<file path="src/hdl/dwpsa_pkg.sv">
// Shared types and constants of the dual wheel PWM step adjuster.
package dwpsa_pkg;

	// field widths
	localparam int SPD_W = 16;
	localparam int PWM_W = 10;
	localparam int ERR_W = SPD_W + 1;
	localparam int GAIN_W = 7;
	localparam int NUM_W = SPD_W + GAIN_W;
	localparam int QUO_W = PWM_W;
	localparam int DVS_W = SPD_W + QUO_W;
	localparam int ADDR_W = 5;

	// register indexes, taken from paddr[4:2]
	localparam logic [2:0] REG_SPEED_MAX = 3'd0;
	localparam logic [2:0] REG_SPEED_MIN = 3'd1;
	localparam logic [2:0] REG_PWM_FULL = 3'd2;
	localparam logic [2:0] REG_PWM_FLOOR = 3'd3;
	localparam logic [2:0] REG_PWM_BOOST = 3'd4;

	// register reset values
	localparam logic [SPD_W-1:0] RST_SPEED_MAX = 16'd2560;
	localparam logic [SPD_W-1:0] RST_SPEED_MIN = 16'd768;
	localparam logic [PWM_W-1:0] RST_PWM_FULL = 10'd1023;
	localparam logic [PWM_W-1:0] RST_PWM_FLOOR = 10'd300;
	localparam logic [PWM_W-1:0] RST_PWM_BOOST = 10'd400;

	// step gains and fixed steps
	localparam logic [GAIN_W-1:0] GAIN_INC = 7'd100;
	localparam logic [GAIN_W-1:0] GAIN_DEC = 7'd60;
	localparam logic [PWM_W-1:0] CAP_LEVEL = 10'd256;
	localparam logic [PWM_W-1:0] TURN_INC = 10'd6;
	localparam logic [PWM_W-1:0] TURN_DEC = 10'd2;
	localparam logic [PWM_W-1:0] STOP_DEC = 10'd8;

	// error thresholds, Q8.8 km/h
	localparam logic signed [ERR_W-1:0] UP_THRESH = 17'sd13;
	localparam logic signed [ERR_W-1:0] DOWN_THRESH = -17'sd26;

	// divider status toward the sequencer
	typedef struct packed {
		logic done;
		logic ovf;
		logic [QUO_W-1:0] quo;
	} div_res_t;

endpackage

</file>
<file path="src/hdl/dwpsa_div.sv">
// Serial restoring divider giving a 10-bit quotient or an overflow flag.
module dwpsa_div import dwpsa_pkg::*; (
	input  logic             clk,
	input  logic             arst_n,
	input  logic             start,
	input  logic [NUM_W-1:0] num,
	input  logic [SPD_W-1:0] den,
	output div_res_t         res
);

	localparam logic [3:0] CNT_CHK = 4'(QUO_W);

	logic [NUM_W-1:0] rem_q;
	logic [DVS_W-1:0] dvs_q;
	logic [QUO_W-1:0] quo_q;
	logic [3:0]       cnt_q;
	logic             busy_q;
	logic             done_q;
	logic             ovf_q;
	logic             ge;
	logic             chk;

	// one trial subtraction per cycle
	assign ge = {{(DVS_W-NUM_W){1'b0}}, rem_q} >= dvs_q;
	assign chk = cnt_q == CNT_CHK;

	// control: first cycle checks for a quotient past 10 bits
	always_ff @(posedge clk or negedge arst_n) begin
		if (!arst_n) begin
			busy_q <= 1'b0;
			done_q <= 1'b0;
			cnt_q <= '0;
		end else begin
			done_q <= 1'b0;
			if (start) begin
				busy_q <= 1'b1;
				cnt_q <= CNT_CHK;
			end else if (busy_q) begin
				cnt_q <= cnt_q - 4'd1;
				if ((chk && ge) || cnt_q == 4'd0) begin
					busy_q <= 1'b0;
					done_q <= 1'b1;
				end
			end
		end
	end

	// datapath
	always_ff @(posedge clk) begin
		if (start) begin
			rem_q <= num;
			dvs_q <= {den, {QUO_W{1'b0}}};
			quo_q <= '0;
			ovf_q <= 1'b0;
		end else if (busy_q) begin
			dvs_q <= dvs_q >> 1;
			if (chk) begin
				ovf_q <= ge;
			end else begin
				quo_q <= {quo_q[QUO_W-2:0], ge};
				if (ge) begin
					rem_q <= rem_q - dvs_q[NUM_W-1:0];
				end
			end
		end
	end

	assign res = '{done: done_q, ovf: ovf_q, quo: quo_q};

	a_start_idle: assert property (@(posedge clk) disable iff (!arst_n)
		start |-> !busy_q) else $error("divider started while busy");
	a_done_after_busy: assert property (@(posedge clk) disable iff (!arst_n)
		done_q |-> $past(busy_q)) else $error("done without a running divide");
	a_last_step: assert property (@(posedge clk) disable iff (!arst_n)
		(busy_q && !start && cnt_q == 4'd0) |=> (!busy_q && done_q))
		else $error("divider ran past its last step");

endmodule

</file>
<file path="src/hdl/dual_wheel_pwm_step_adjuster.sv">
// Top level: stream ports, APB registers, sequencer and wheel level update.
//
//  channel  | dir | handshake               | payload
//  s_       | in  | s_tvalid / s_tready     | tdata targets, measured; tuser pivot_turn
//  m_       | out | m_tvalid / m_tready     | tdata drive levels; tuser boost flags
//  apb      | in  | psel, penable, pready   | paddr, pwdata, prdata
//
// One request runs four step divides (inc and dec per wheel), each a load state
// plus a wait on the shared serial divider, then one update; a divide whose
// quotient passes 10 bits ends after its check step.
// Reset clears both levels to 0 and loads the register defaults.
// The result sits in an output register, so the next request is taken while it waits;
// a new result is held back only while the previous one is not yet taken.
module dual_wheel_pwm_step_adjuster import dwpsa_pkg::*; (
	input  logic              clk,
	input  logic              arst_n,
	input  logic              s_tvalid,
	output logic              s_tready,
	// target_a[15:0], target_b[31:16], measured_a[47:32], measured_b[63:48]
	input  logic [63:0]       s_tdata,
	// pivot_turn[0]
	input  logic [0:0]        s_tuser,
	output logic              m_tvalid,
	input  logic              m_tready,
	// drive_a[9:0], drive_b[19:10], zero fill[23:20]
	output logic [23:0]       m_tdata,
	// boosted_a[0], boosted_b[1]
	output logic [1:0]        m_tuser,
	input  logic              psel,
	input  logic              penable,
	input  logic              pwrite,
	input  logic [ADDR_W-1:0] paddr,
	input  logic [31:0]       pwdata,
	output logic [31:0]       prdata,
	output logic              pready
);

	localparam logic [1:0] S_IDLE = 2'd0;
	localparam logic [1:0] S_LOAD = 2'd1;
	localparam logic [1:0] S_WAIT = 2'd2;
	localparam logic [1:0] S_FIN = 2'd3;

	// level update of one wheel, returns {boosted, level}
	function automatic logic [PWM_W:0] wheel_upd(
		input logic [PWM_W-1:0]        lvl,
		input logic [SPD_W-1:0]        tgt,
		input logic signed [ERR_W-1:0] err,
		input logic [PWM_W-1:0]        inc,
		input logic [PWM_W-1:0]        dec,
		input logic [SPD_W-1:0]        smin,
		input logic [PWM_W-1:0]        full,
		input logic [PWM_W-1:0]        flr,
		input logic [PWM_W-1:0]        bst
	);
		logic [PWM_W-1:0]        l;
		logic signed [ERR_W-1:0] e;
		logic                    b;
		logic [PWM_W:0]          sum;
		l = lvl;
		e = err;
		b = 1'b0;
		sum = '0;
		if (l == '0 && tgt >= smin) begin
			l = bst;
			b = 1'b1;
			e = '0;
		end
		if (e >= UP_THRESH) begin
			sum = {1'b0, l} + {1'b0, inc};
			l = (sum > {1'b0, full}) ? full : sum[PWM_W-1:0];
		end
		if (e <= DOWN_THRESH) begin
			l = (l > dec) ? l - dec : '0;
		end
		if (l < flr && tgt < smin) begin
			l = '0;
		end
		return {b, l};
	endfunction

	logic [SPD_W-1:0] speed_max_q, speed_min_q;
	logic [PWM_W-1:0] pwm_full_q, pwm_floor_q, pwm_boost_q;
	logic [PWM_W-1:0] level_a_q, level_b_q;
	logic [1:0]       state_q;
	logic [1:0]       op_q;
	logic [SPD_W-1:0] ta_q, tb_q, ma_q, mb_q;
	logic             pivot_q;
	logic [PWM_W-1:0] step_q [4];
	logic             m_tvalid_q;
	logic [PWM_W-1:0] drive_a_q, drive_b_q;
	logic             boosted_a_q, boosted_b_q;

	logic                    s_fire;
	logic                    cfg_wr;
	logic                    fin_go;
	logic signed [ERR_W-1:0] err_a, err_b, err_sel;
	logic [ERR_W-1:0]        abs_sel;
	logic [SPD_W-1:0]        mag;
	logic [GAIN_W-1:0]       gain;
	logic [NUM_W-1:0]        num;
	logic [SPD_W-1:0]        den;
	logic                    div_start;
	div_res_t                div_res;
	logic [PWM_W-1:0]        step_new;
	logic [PWM_W-1:0]        inc_a, dec_a, inc_b, dec_b, lvl_a, lvl_b, top;
	logic [PWM_W:0]          upd_a, upd_b;

	assign s_fire = s_tvalid && s_tready;
	assign s_tready = state_q == S_IDLE;
	assign cfg_wr = psel && penable && pwrite && pready;
	assign pready = 1'b1;

	// configuration registers
	always_ff @(posedge clk or negedge arst_n) begin
		if (!arst_n) begin
			speed_max_q <= RST_SPEED_MAX;
			speed_min_q <= RST_SPEED_MIN;
			pwm_full_q <= RST_PWM_FULL;
			pwm_floor_q <= RST_PWM_FLOOR;
			pwm_boost_q <= RST_PWM_BOOST;
		end else if (cfg_wr) begin
			case (paddr[4:2])
				REG_SPEED_MAX: speed_max_q <= pwdata[SPD_W-1:0];
				REG_SPEED_MIN: speed_min_q <= pwdata[SPD_W-1:0];
				REG_PWM_FULL:  pwm_full_q <= pwdata[PWM_W-1:0];
				REG_PWM_FLOOR: pwm_floor_q <= pwdata[PWM_W-1:0];
				REG_PWM_BOOST: pwm_boost_q <= pwdata[PWM_W-1:0];
				default: ;
			endcase
		end
	end

	// register readback
	always_comb begin
		unique case (paddr[4:2])
			REG_SPEED_MAX: prdata = {16'b0, speed_max_q};
			REG_SPEED_MIN: prdata = {16'b0, speed_min_q};
			REG_PWM_FULL:  prdata = {22'b0, pwm_full_q};
			REG_PWM_FLOOR: prdata = {22'b0, pwm_floor_q};
			REG_PWM_BOOST: prdata = {22'b0, pwm_boost_q};
			default:       prdata = '0;
		endcase
	end

	// speed errors
	assign err_a = $signed({1'b0, ta_q}) - $signed({1'b0, ma_q});
	assign err_b = $signed({1'b0, tb_q}) - $signed({1'b0, mb_q});

	// dividend for the current step: gain times error magnitude
	assign err_sel = op_q[1] ? err_b : err_a;
	assign abs_sel = err_sel[ERR_W-1] ? ERR_W'(-err_sel) : ERR_W'(err_sel);
	assign mag = abs_sel[SPD_W-1:0];
	assign gain = op_q[0] ? GAIN_DEC : GAIN_INC;
	assign num = NUM_W'({{GAIN_W{1'b0}}, mag} * {{SPD_W{1'b0}}, gain});
	assign den = (speed_max_q == '0) ? SPD_W'(1) : speed_max_q;
	assign div_start = state_q == S_LOAD;

	dwpsa_div u_div (
		.clk    (clk),
		.arst_n (arst_n),
		.start  (div_start),
		.num    (num),
		.den    (den),
		.res    (div_res)
	);

	// a step past full scale counts as zero
	assign step_new = (div_res.ovf || div_res.quo > pwm_full_q) ? '0 : div_res.quo;

	// final level update of both wheels
	always_comb begin
		inc_a = step_q[0];
		dec_a = step_q[1];
		inc_b = step_q[2];
		dec_b = step_q[3];
		lvl_a = level_a_q;
		lvl_b = level_b_q;
		top = (level_a_q > level_b_q) ? level_a_q : level_b_q;
		if (pivot_q) begin
			inc_a = TURN_INC;
			inc_b = TURN_INC;
			dec_a = TURN_DEC;
			dec_b = TURN_DEC;
		end
		// standstill request: equalize, cap, fixed decrease
		if (ta_q == '0 && tb_q == '0) begin
			if (top > CAP_LEVEL) begin
				top = CAP_LEVEL;
			end
			lvl_a = top;
			lvl_b = top;
			dec_a = STOP_DEC;
			dec_b = STOP_DEC;
		end
		upd_a = wheel_upd(lvl_a, ta_q, err_a, inc_a, dec_a, speed_min_q,
			pwm_full_q, pwm_floor_q, pwm_boost_q);
		upd_b = wheel_upd(lvl_b, tb_q, err_b, inc_b, dec_b, speed_min_q,
			pwm_full_q, pwm_floor_q, pwm_boost_q);
	end

	assign fin_go = (state_q == S_FIN) && (!m_tvalid_q || m_tready);

	// sequencer and wheel state
	always_ff @(posedge clk or negedge arst_n) begin
		if (!arst_n) begin
			state_q <= S_IDLE;
			op_q <= '0;
			level_a_q <= '0;
			level_b_q <= '0;
			m_tvalid_q <= 1'b0;
		end else begin
			// result valid: set by a finished update, cleared when taken
			if (fin_go) begin
				m_tvalid_q <= 1'b1;
			end else if (m_tvalid_q && m_tready) begin
				m_tvalid_q <= 1'b0;
			end
			unique case (state_q)
				S_IDLE: begin
					if (s_fire) begin
						op_q <= '0;
						state_q <= S_LOAD;
					end
				end
				S_LOAD: state_q <= S_WAIT;
				S_WAIT: begin
					if (div_res.done) begin
						op_q <= op_q + 2'd1;
						state_q <= (op_q == 2'd3) ? S_FIN : S_LOAD;
					end
				end
				S_FIN: begin
					if (fin_go) begin
						level_a_q <= upd_a[PWM_W-1:0];
						level_b_q <= upd_b[PWM_W-1:0];
						state_q <= S_IDLE;
					end
				end
				default: state_q <= S_IDLE;
			endcase
		end
	end

	// request capture, step store, result register
	always_ff @(posedge clk) begin
		if (s_fire) begin
			ta_q <= s_tdata[15:0];
			tb_q <= s_tdata[31:16];
			ma_q <= s_tdata[47:32];
			mb_q <= s_tdata[63:48];
			pivot_q <= s_tuser[0];
		end
		if (state_q == S_WAIT && div_res.done) begin
			step_q[op_q] <= step_new;
		end
		if (fin_go) begin
			drive_a_q <= upd_a[PWM_W-1:0];
			drive_b_q <= upd_b[PWM_W-1:0];
			boosted_a_q <= upd_a[PWM_W];
			boosted_b_q <= upd_b[PWM_W];
		end
	end

	assign m_tvalid = m_tvalid_q;
	assign m_tdata = {4'b0, drive_b_q, drive_a_q};
	assign m_tuser = {boosted_b_q, boosted_a_q};

	a_accept_starts: assert property (@(posedge clk) disable iff (!arst_n)
		s_fire |=> (state_q == S_LOAD && op_q == 2'd0))
		else $error("accepted request did not start the first step");
	a_fin_result: assert property (@(posedge clk) disable iff (!arst_n)
		fin_go |=> (m_tvalid_q && drive_a_q == level_a_q && drive_b_q == level_b_q))
		else $error("result does not match the stored levels");
	a_div_in_wait: assert property (@(posedge clk) disable iff (!arst_n)
		div_res.done |-> state_q == S_WAIT)
		else $error("divider finished outside the wait state");

endmodule

</file>
<file path="config.mk">
export PLATFORM = sky130hd
export DESIGN_NAME = dual_wheel_pwm_step_adjuster
export DESIGN_NICKNAME = d
export VERILOG_FILES = /design/src/hdl/dwpsa_pkg.sv /design/src/hdl/dwpsa_div.sv /design/src/hdl/dual_wheel_pwm_step_adjuster.sv
export SDC_FILE = /design/constraint.sdc
export NUM_CORES = 1
export LEC_CHECK = 0
export BUFFER_PORTS_ARGS = -buffer_cell sky130_fd_sc_hd__buf_2
export CAP_MARGIN = 20
export CORE_AREA = 2 2 215 217
export DETAILED_ROUTE_END_ITERATION = 10
export DIE_AREA = 0 0 217 219
export PLACE_DENSITY = 0.68
export SETUP_SLACK_MARGIN = 0.2
export SLEW_MARGIN = 10
export SYNTH_ARGS = -nofsm -noshare
export SYNTH_HDL_FRONTEND = slang
export SYNTH_SLANG_ARGS = --single-unit
</file>
<file path="constraint.sdc">
create_clock -name clk -period 15.25 [get_ports clk]
set_clock_uncertainty 0.05 [all_clocks]
set_input_delay 0.7625 -clock clk [delete_from_list [all_inputs] [get_ports clk]]
set_output_delay 0.7625 -clock clk [all_outputs]
set_load 0.02 [all_outputs]
</file>
### After elaboration in Yosys (flattened, before gate mapping)

Memories as Yosys holds them, arrays and structs flattened.
Index checks and enable logic that the tools add are counted.

| word-level totals | value |
|---|---|
| bits in registers | 240 |
| memory bits (writable) | 40 |
| output and inout bits | 61 |
| logic and storage cells | 168 |
| memories kept | 1 |

| operators by class | value |
|---|---|
| $add $sub $neg | 10 |
| $mul | 1 |
| $lt $le $gt $ge | 18 |
| eq/ne operators | 13 |
| muxes and demuxes | 58 |
| bitwise logic cells | 1 |
| reduce and logical (&&, ||, !) cells | 39 |

Memories:

| memory | depth | width | read ports | clocked after Yosys merged registers in | write ports | RTL line | RTL |
|---|---|---|---|---|---|---|---|
| step_q | 4 | 10 | 4 | 0 | 1 | dual_wheel_pwm_step_adjuster.sv:88 | `logic [PWM_W-1:0] step_q [4];` |

Operators with widths:

| cell | count |
|---|---|
| 2-to-1 mux 10 bit | 23 |
| 2-to-1 mux 23 bit | 4 |
| one-hot mux 16 bit (5 select lines) | 1 |
| 2-to-1 mux 26 bit | 2 |
| 2-to-1 mux 17 bit | 3 |
| zero test 16 bit | 3 |
| greater-than comparator 10 bit | 4 |
| >= comparator 17 x 5 -> 1 bit (second input constant) | 2 |
| <= comparator 17 x 6 -> 1 bit (second input constant) | 2 |
| subtractor 16 x 16 -> 17 bit | 2 |
| >= comparator 16 bit | 2 |
| < comparator 16 bit | 2 |
| 2-to-1 mux 16 bit | 2 |
| >= comparator 23 x 26 -> 1 bit | 1 |
| multiplier 16 x 7 -> 23 bit | 1 |
| subtractor 23 bit | 1 |
| adder 10 x 10 -> 11 bit | 2 |
| greater-than comparator 11 x 10 -> 1 bit | 2 |
| zero test 10 bit | 2 |
| < comparator 10 bit | 2 |
| subtractor 10 bit | 2 |
| negation 16 bit | 1 |
| AND reduction 2 bit | 8 |
| logical AND 1 bit | 12 |
| 25 further kinds | 54 |

### Depth between registers and ports, before layout

| logic depth | value |
|---|---|
| word-level depth | 18 |
| gate-level depth with buffers | 57 |
| mapped depth without buffers | 54 |

### Modules after synthesis

A second synthesis with hierarchy kept.

| unflattened totals | value |
|---|---|
| cells, all modules | 2388 |
| area, all modules | 22694.3 um2 |

By module, submodules not included:

| module | instances | cells each | area each (um2) |
|---|---|---|---|
| dual_wheel_pwm_step_adjuster | 1 | 1956 | 18716.7 |
| dwpsa_div | 1 | 432 | 3977.6 |

### Worst setup path after synthesis

OpenSTA, ideal clock, no wires.

| timing | value |
|---|---|
| path kind | flip-flop to flip-flop |
| from | register level_a_q[5] |
| to | register drive_a_q[7], data pin |
| setup time | 263 ps |
| arrival | 10676 ps |
| required time | 14937 ps |
| setup slack | 4261 ps |
| stages on the path, launching flop included | 53 |
| buffers on the path | 5 |
| clock period less this slack | 10989 ps |
| path through | dfrtp_1 ha_1 a21oi_1 o21ai_2 a2111o_1 a211oi_4 o211a_1 nor2_1 nor4b_2 clkbuf_1 a21o_1 ha_1 fa_1 a21o_1 nand4_1 nand3_1 nor4_1 nor2_1 [17 not listed] o21bai_1 o31a_1 buf_1 a32o_1 a21oi_1 inv_1 ha_1 a21o_1 a21o_1 a21oi_1 nor2_1 a2111oi_0 nand3b_1 nor2_1 a221o_1 buf_2 buf_6 nor2_1 |

| between the ends | value |
|---|---|
| longest elaborated chain between the ends | 18 |
| elaborated cells on any way between the ends | 22 |
| those cells by class | 2 x add/sub; 7 x order compare; 10 x mux; 3 x reduce/logical |

RTL lines:

| what | RTL line | RTL |
|---|---|---|
| start, declared | dual_wheel_pwm_step_adjuster.sv:83 | `logic [PWM_W-1:0] level_a_q, level_b_q;` |
| start signal, assigned | dual_wheel_pwm_step_adjuster.sv:234 | `level_a_q <= upd_a[PWM_W-1:0];` |
| greater-than comparator 10 bit | dual_wheel_pwm_step_adjuster.sv:178 | `top = (level_a_q > level_b_q) ? level_a_q : level_b_q;` |
| 2-to-1 mux 10 bit | dual_wheel_pwm_step_adjuster.sv:178 |  |
| greater-than comparator 10 x 9 -> 1 bit | dual_wheel_pwm_step_adjuster.sv:187 | `if (top > CAP_LEVEL) begin` |
| 2-to-1 mux 10 bit | dual_wheel_pwm_step_adjuster.sv:187 |  |
| 2-to-1 mux 10 bit (*) | dual_wheel_pwm_step_adjuster.sv:186 | `if (ta_q == '0 && tb_q == '0) begin` |
| zero test 10 bit | dual_wheel_pwm_step_adjuster.sv:63 | `if (l == '0 && tgt >= smin) begin` |
| logical AND 1 bit | dual_wheel_pwm_step_adjuster.sv:63 |  |
| 2-to-1 mux 10 bit | dual_wheel_pwm_step_adjuster.sv:63 |  |
| [3 not listed] | n/a |  |
| 2-to-1 mux 10 bit | dual_wheel_pwm_step_adjuster.sv:68 | `if (e >= UP_THRESH) begin` |
| subtractor 10 bit / greater-than comparator 10 bit (equally long branches) | dual_wheel_pwm_step_adjuster.sv:73 | `l = (l > dec) ? l - dec : '0;` |
| 2-to-1 mux 10 bit | dual_wheel_pwm_step_adjuster.sv:73 |  |
| 2-to-1 mux 10 bit (*) | dual_wheel_pwm_step_adjuster.sv:72 | `if (e <= DOWN_THRESH) begin` |
| < comparator 10 bit | dual_wheel_pwm_step_adjuster.sv:75 | `if (l < flr && tgt < smin) begin` |
| logical AND 1 bit | dual_wheel_pwm_step_adjuster.sv:75 |  |
| 2-to-1 mux 10 bit (*) | dual_wheel_pwm_step_adjuster.sv:75 |  |
| via upd_a[7] | dual_wheel_pwm_step_adjuster.sv:106 | `logic [PWM_W:0] upd_a, upd_b;` |
| end signal, assigned | dual_wheel_pwm_step_adjuster.sv:257 | `drive_a_q <= upd_a[PWM_W-1:0];` |
| end, declared | dual_wheel_pwm_step_adjuster.sv:90 | `logic [PWM_W-1:0] drive_a_q, drive_b_q;` |

The timed path passes the listed nets; every way through them passes the cells marked *.
A chain may end at the register's enable or synchronous reset.

### Worst setup path after layout

| timing | value |
|---|---|
| from | register level_b_q[5] |
| to | register drive_a_q[2], data pin |

| between the ends | value |
|---|---|
| longest elaborated chain between the ends | 18 |
| elaborated cells on any way between the ends | 22 |
| those cells by class | 2 x add/sub; 7 x order compare; 10 x mux; 3 x reduce/logical |

RTL lines:

| what | RTL line | RTL |
|---|---|---|
| start, declared | dual_wheel_pwm_step_adjuster.sv:83 |  |
| start signal, assigned | dual_wheel_pwm_step_adjuster.sv:235 | `level_b_q <= upd_b[PWM_W-1:0];` |
| greater-than comparator 10 bit | dual_wheel_pwm_step_adjuster.sv:178 |  |
| 2-to-1 mux 10 bit (*) | dual_wheel_pwm_step_adjuster.sv:178 |  |
| greater-than comparator 10 x 9 -> 1 bit | dual_wheel_pwm_step_adjuster.sv:187 |  |
| 2-to-1 mux 10 bit (*) | dual_wheel_pwm_step_adjuster.sv:187 |  |
| 2-to-1 mux 10 bit (*) | dual_wheel_pwm_step_adjuster.sv:186 |  |
| zero test 10 bit | dual_wheel_pwm_step_adjuster.sv:63 |  |
| logical AND 1 bit | dual_wheel_pwm_step_adjuster.sv:63 |  |
| 2-to-1 mux 10 bit | dual_wheel_pwm_step_adjuster.sv:63 |  |
| [3 not listed] | n/a |  |
| 2-to-1 mux 10 bit | dual_wheel_pwm_step_adjuster.sv:68 |  |
| subtractor 10 bit / greater-than comparator 10 bit (equally long branches) | dual_wheel_pwm_step_adjuster.sv:73 |  |
| 2-to-1 mux 10 bit | dual_wheel_pwm_step_adjuster.sv:73 |  |
| 2-to-1 mux 10 bit (*) | dual_wheel_pwm_step_adjuster.sv:72 |  |
| < comparator 10 bit | dual_wheel_pwm_step_adjuster.sv:75 |  |
| logical AND 1 bit | dual_wheel_pwm_step_adjuster.sv:75 |  |
| 2-to-1 mux 10 bit (*) | dual_wheel_pwm_step_adjuster.sv:75 |  |
| via upd_a[2] | dual_wheel_pwm_step_adjuster.sv:106 |  |

Marked as above.

==> summary.json <==
{
  "global_routing": {
    "vias_in_the_first_global_route": 17700,
    "top_usage_layer": "met2",
    "first_pass_grt_wire_length_um": 102000,
    "grt_start_max_net_pins": 68,
    "groute.usage.overall_pct": 28.1,
    "routing_usage_on_met2_pct": 46.9,
    "global_routing_met3_resource_utilization_pct": 3.91,
    "antenna_violations_before_repair": 7,
    "grt_overflow": 0,
    "globalRouteMet1Util_pct": 37.7
  },
  "clock_tree": {
    "buffer_type_at_the_clock_tree_root": "clkbuf_16",
    "ctsHtreeMaxLevel": 1,
    "post_cts_resized": 0,
    "cts_buffers": 31,
    "tritoncts": "yes",
    "cts_setup_buffers": 0,
    "worst_setup_hold_path_clk_slew_ns": 0.07,
    "clkSinkCount": 280,
    "clock_insertion_delay_worst_skew_ns": 0.58,
    "hold_buffers": 0,
    "ctsLongestPathBuffers": 3
  },
  "yosys": {
    "avgSynthCellArea_um2": 9.44,
    "synth_top_flop_cell": "edfxtp_1",
    "synthTopCellsByCount": "250 x ha_1, 243 x inv_1, 226 x nand2_1",
    "yosys_warnings": 0,
    "synth_async_sr_flop_share_pct": 33.2,
    "synth-seq-cells": 280,
    "synthesis.instances": 2373,
    "ys_top_cells_by_area": "edfxtp_1 22%, ha_1 14%, dfrtp_1 8.0%, fa_1 4.5%, inv_1 4.1%",
    "yosys.cell_types.count": 96,
    "mappedNetlistArea_um2": 22400,
    "synthDominantCellAreaShare_pct": 22.3,
    "proportion_of_synthesized_chip_area_in_sequential_cells_pct": 34.6,
    "yosysTopAreaCell": "edfxtp_1",
    "synth_edf_count": 166,
    "synthMostInstantiatedCell": "ha_1"
  },
  "placed_design": {
    "post_dp_cell_area_um2": 23600,
    "numPlacedInstances": 3050,
    "detailed_place_hpwl_um": 53800,
    "portBuffers": 130,
    "gpl.final_weighted_congestion": 0.962
  },
  "setup_path": {
    "critical-path-slowest-cell": "nor4_2",
    "cp_top_family": "compound AO/OA/AOI/OAI gates",
    "cp-end-kind": "flop",
    "startpoint": "level_b_q[5]$_DFFE_PN0P_",
    "worst_ep_arrival_time_ns": 12.61,
    "max_stage_delay_on_crit_path_ns": 0.65,
    "crit_fanout": 18,
    "timing.reg2reg.setup_slack_ns": 2.88,
    "critical_path_required_ns": 15.49,
    "reg2reg_from": "level_b_q[5]$_DFFE_PN0P_",
    "criticalPathCategory": "flop to flop",
    "endpoint_of_the_worst_register_to_register_path": "drive_a_q[2]$_DFFE_PP_",
    "worstRegToRegCells": 53,
    "startpoint_type": "flop",
    "cp.buffers_inverters": 5,
    "cp_common_cell": "a21o_1"
  },
  "die": {
    "die_width_um": 217,
    "die_extent_in_y_um": 219,
    "top_ports": 170,
    "core_footprint_um2": 45100,
    "start_util_pct": 49.7,
    "floorplan.die_area_um2": 47500,
    "rows": 78
  },
  "timing": {
    "setup_viol": 0,
    "hold_viol": 0,
    "grt_setup_unrepaired": "false",
    "timing.fmax_ghz": 0.0808,
    "ratio_of_final_minimum_period_to_clock_period_pct": 81.1,
    "timing.slew.headroom_pct": 27.5,
    "timing.setup.tns_ns": 0,
    "worst_slew_pin_slew_ns": 1.08,
    "report.final.slew_viol_count": 0,
    "final.min_clock_period_ns": 12.37
  },
  "detailed_routing": {
    "first_pass_iters": 5,
    "routed_wirelength_um": 67300,
    "routed_wire_length_per_instance_um": 21.6,
    "route.vias.total": 18400,
    "drt_first_iter_violations": 1420,
    "drt_drc_violations_left": 0,
    "via_per_inst": 5.90,
    "drt_antenna_net_count": 0
  },
  "job": {
    "max_cap_violations": 0
  },
  "finish": {
    "design_area_um2": 24700,
    "drive_above_1_share_pct": 13.2,
    "area_growth_syn_to_layout_pct": 10.2,
    "final_nets": 2893,
    "final-instance-count-excl-fill": 3109
  },
  "outcome": {
    "result_of_the_run": "finished, final reports clean"
  },
  "min_path": {
    "worstHoldPathType": "primary input to async pin"
  }
}
cell usage in the layout (no fill, tap or decap), drive strengths merged, types with 10 or more instances in the layout:
| cell | instances |
|---|---|
| mux2 | 55 |
| mux2i | 62 |
| or2 | 14 |
| nand2b | 22 |
| o22ai | 10 |
| a21o | 52 |
| buf | 154 |
| xnor2 | 56 |
| and2 | 35 |
| nor4 | 28 |
| a22oi | 31 |
| conb | 21 |
| nor3 | 41 |
| a21oi | 128 |
| a31oi | 16 |
| clkbuf | 35 |
| a211oi | 17 |
| nand4 | 30 |
| o21ai | 123 |
| xor2 | 29 |
| o31ai | 17 |
| and3 | 16 |
| fa | 50 |
| nor2 | 162 |
| o41ai | 10 |
| nand3 | 50 |
| edfxtp | 166 |
| inv | 247 |
| o21a | 19 |
| dfrtp | 72 |
| ha | 250 |
| dfstp | 21 |
| clkinv | 12 |
| dfxtp | 21 |
| o211ai | 13 |
| nand2 | 226 |
| or3 | 15 |
| nor2b | 37 |
| a21boi | 10 |
sequential cells by signal, indices dropped and copies added (netlist names), 4 cells and up:
name / flops
u_div.rem_q: 23
ma_q: 16
step_q: 40
ta_q: 16
u_div.cnt_q: 4
u_div.dvs_q: 26
speed_max_q: 16
u_div.quo_q: 10
pwm_floor_q: 10
drive_b_q: 10
mb_q: 16
level_b_q: 10
pwm_boost_q: 10
drive_a_q: 10
tb_q: 16
pwm_full_q: 10
speed_min_q: 16
level_a_q: 10
metal layers:
layer	up-vias	wire length [µm]	share of wire, %
met5	-	29	0.043
met4	6	2280	3.4
met3	121	4490	6.7
met2	692	31300	47
met1	8810	29200	43
li1	8723	-	-
stage by stage:
stage                     utilization (%)  setup WS (ns)  hold slack [ns]
after detailed placement             52.4           3.15            0.456
after global routing                 54.7           1.90            0.114
after floorplan                         -           4.26            0.404
final                                54.7           2.88           0.0923
after CTS                            54.7           3.09           0.0829
after global placement               52.3           3.14            0.442
how the worst max path moves through the flow:
stage                                        end  slack [ns]  depth (start not counted)
after floorplan           drive_a_q[7]$_DFFE_PP_        4.26                         52
after global placement    drive_a_q[7]$_DFFE_PP_        3.14                         52
after detailed placement  drive_a_q[2]$_DFFE_PP_        3.15                         50
after CTS                 drive_a_q[2]$_DFFE_PP_        3.09                         51
after global routing      drive_a_q[4]$_DFFE_PP_        1.90                         53
final                     drive_a_q[2]$_DFFE_PP_        2.88                         53
cell families after synthesis:
kind of cell / after synthesis / synth area share, %
simple gates: 709 / 15.5
compound gates: 540 / 16.3
buf+inv: 340 / 6.24
fa+ha+maj: 300 / 18.4
flops: 280 / 34.6
mux: 117 / 5.54
xor+xnor: 85 / 3.32
other cells: 2 / 0.0335
area by class of cell:
| type | instances | area (µm²) |
|---|---|---|
| multi-input cells | 1772 | 13400 |
| clock buffers | 35 | 811 |
| clock inverters | 22 | 234 |
| well taps | 600 | 751 |
| inverters | 245 | 920 |
| fillers | 4030 | 20400 |
| repair buffers | 154 | 845 |
| flip-flops and latches | 280 | 7760 |
| diodes | 1 | 2.50 |
Power is not shown: default switching activity piles up to over one toggle a cycle in this logic, so the estimate is an artifact.
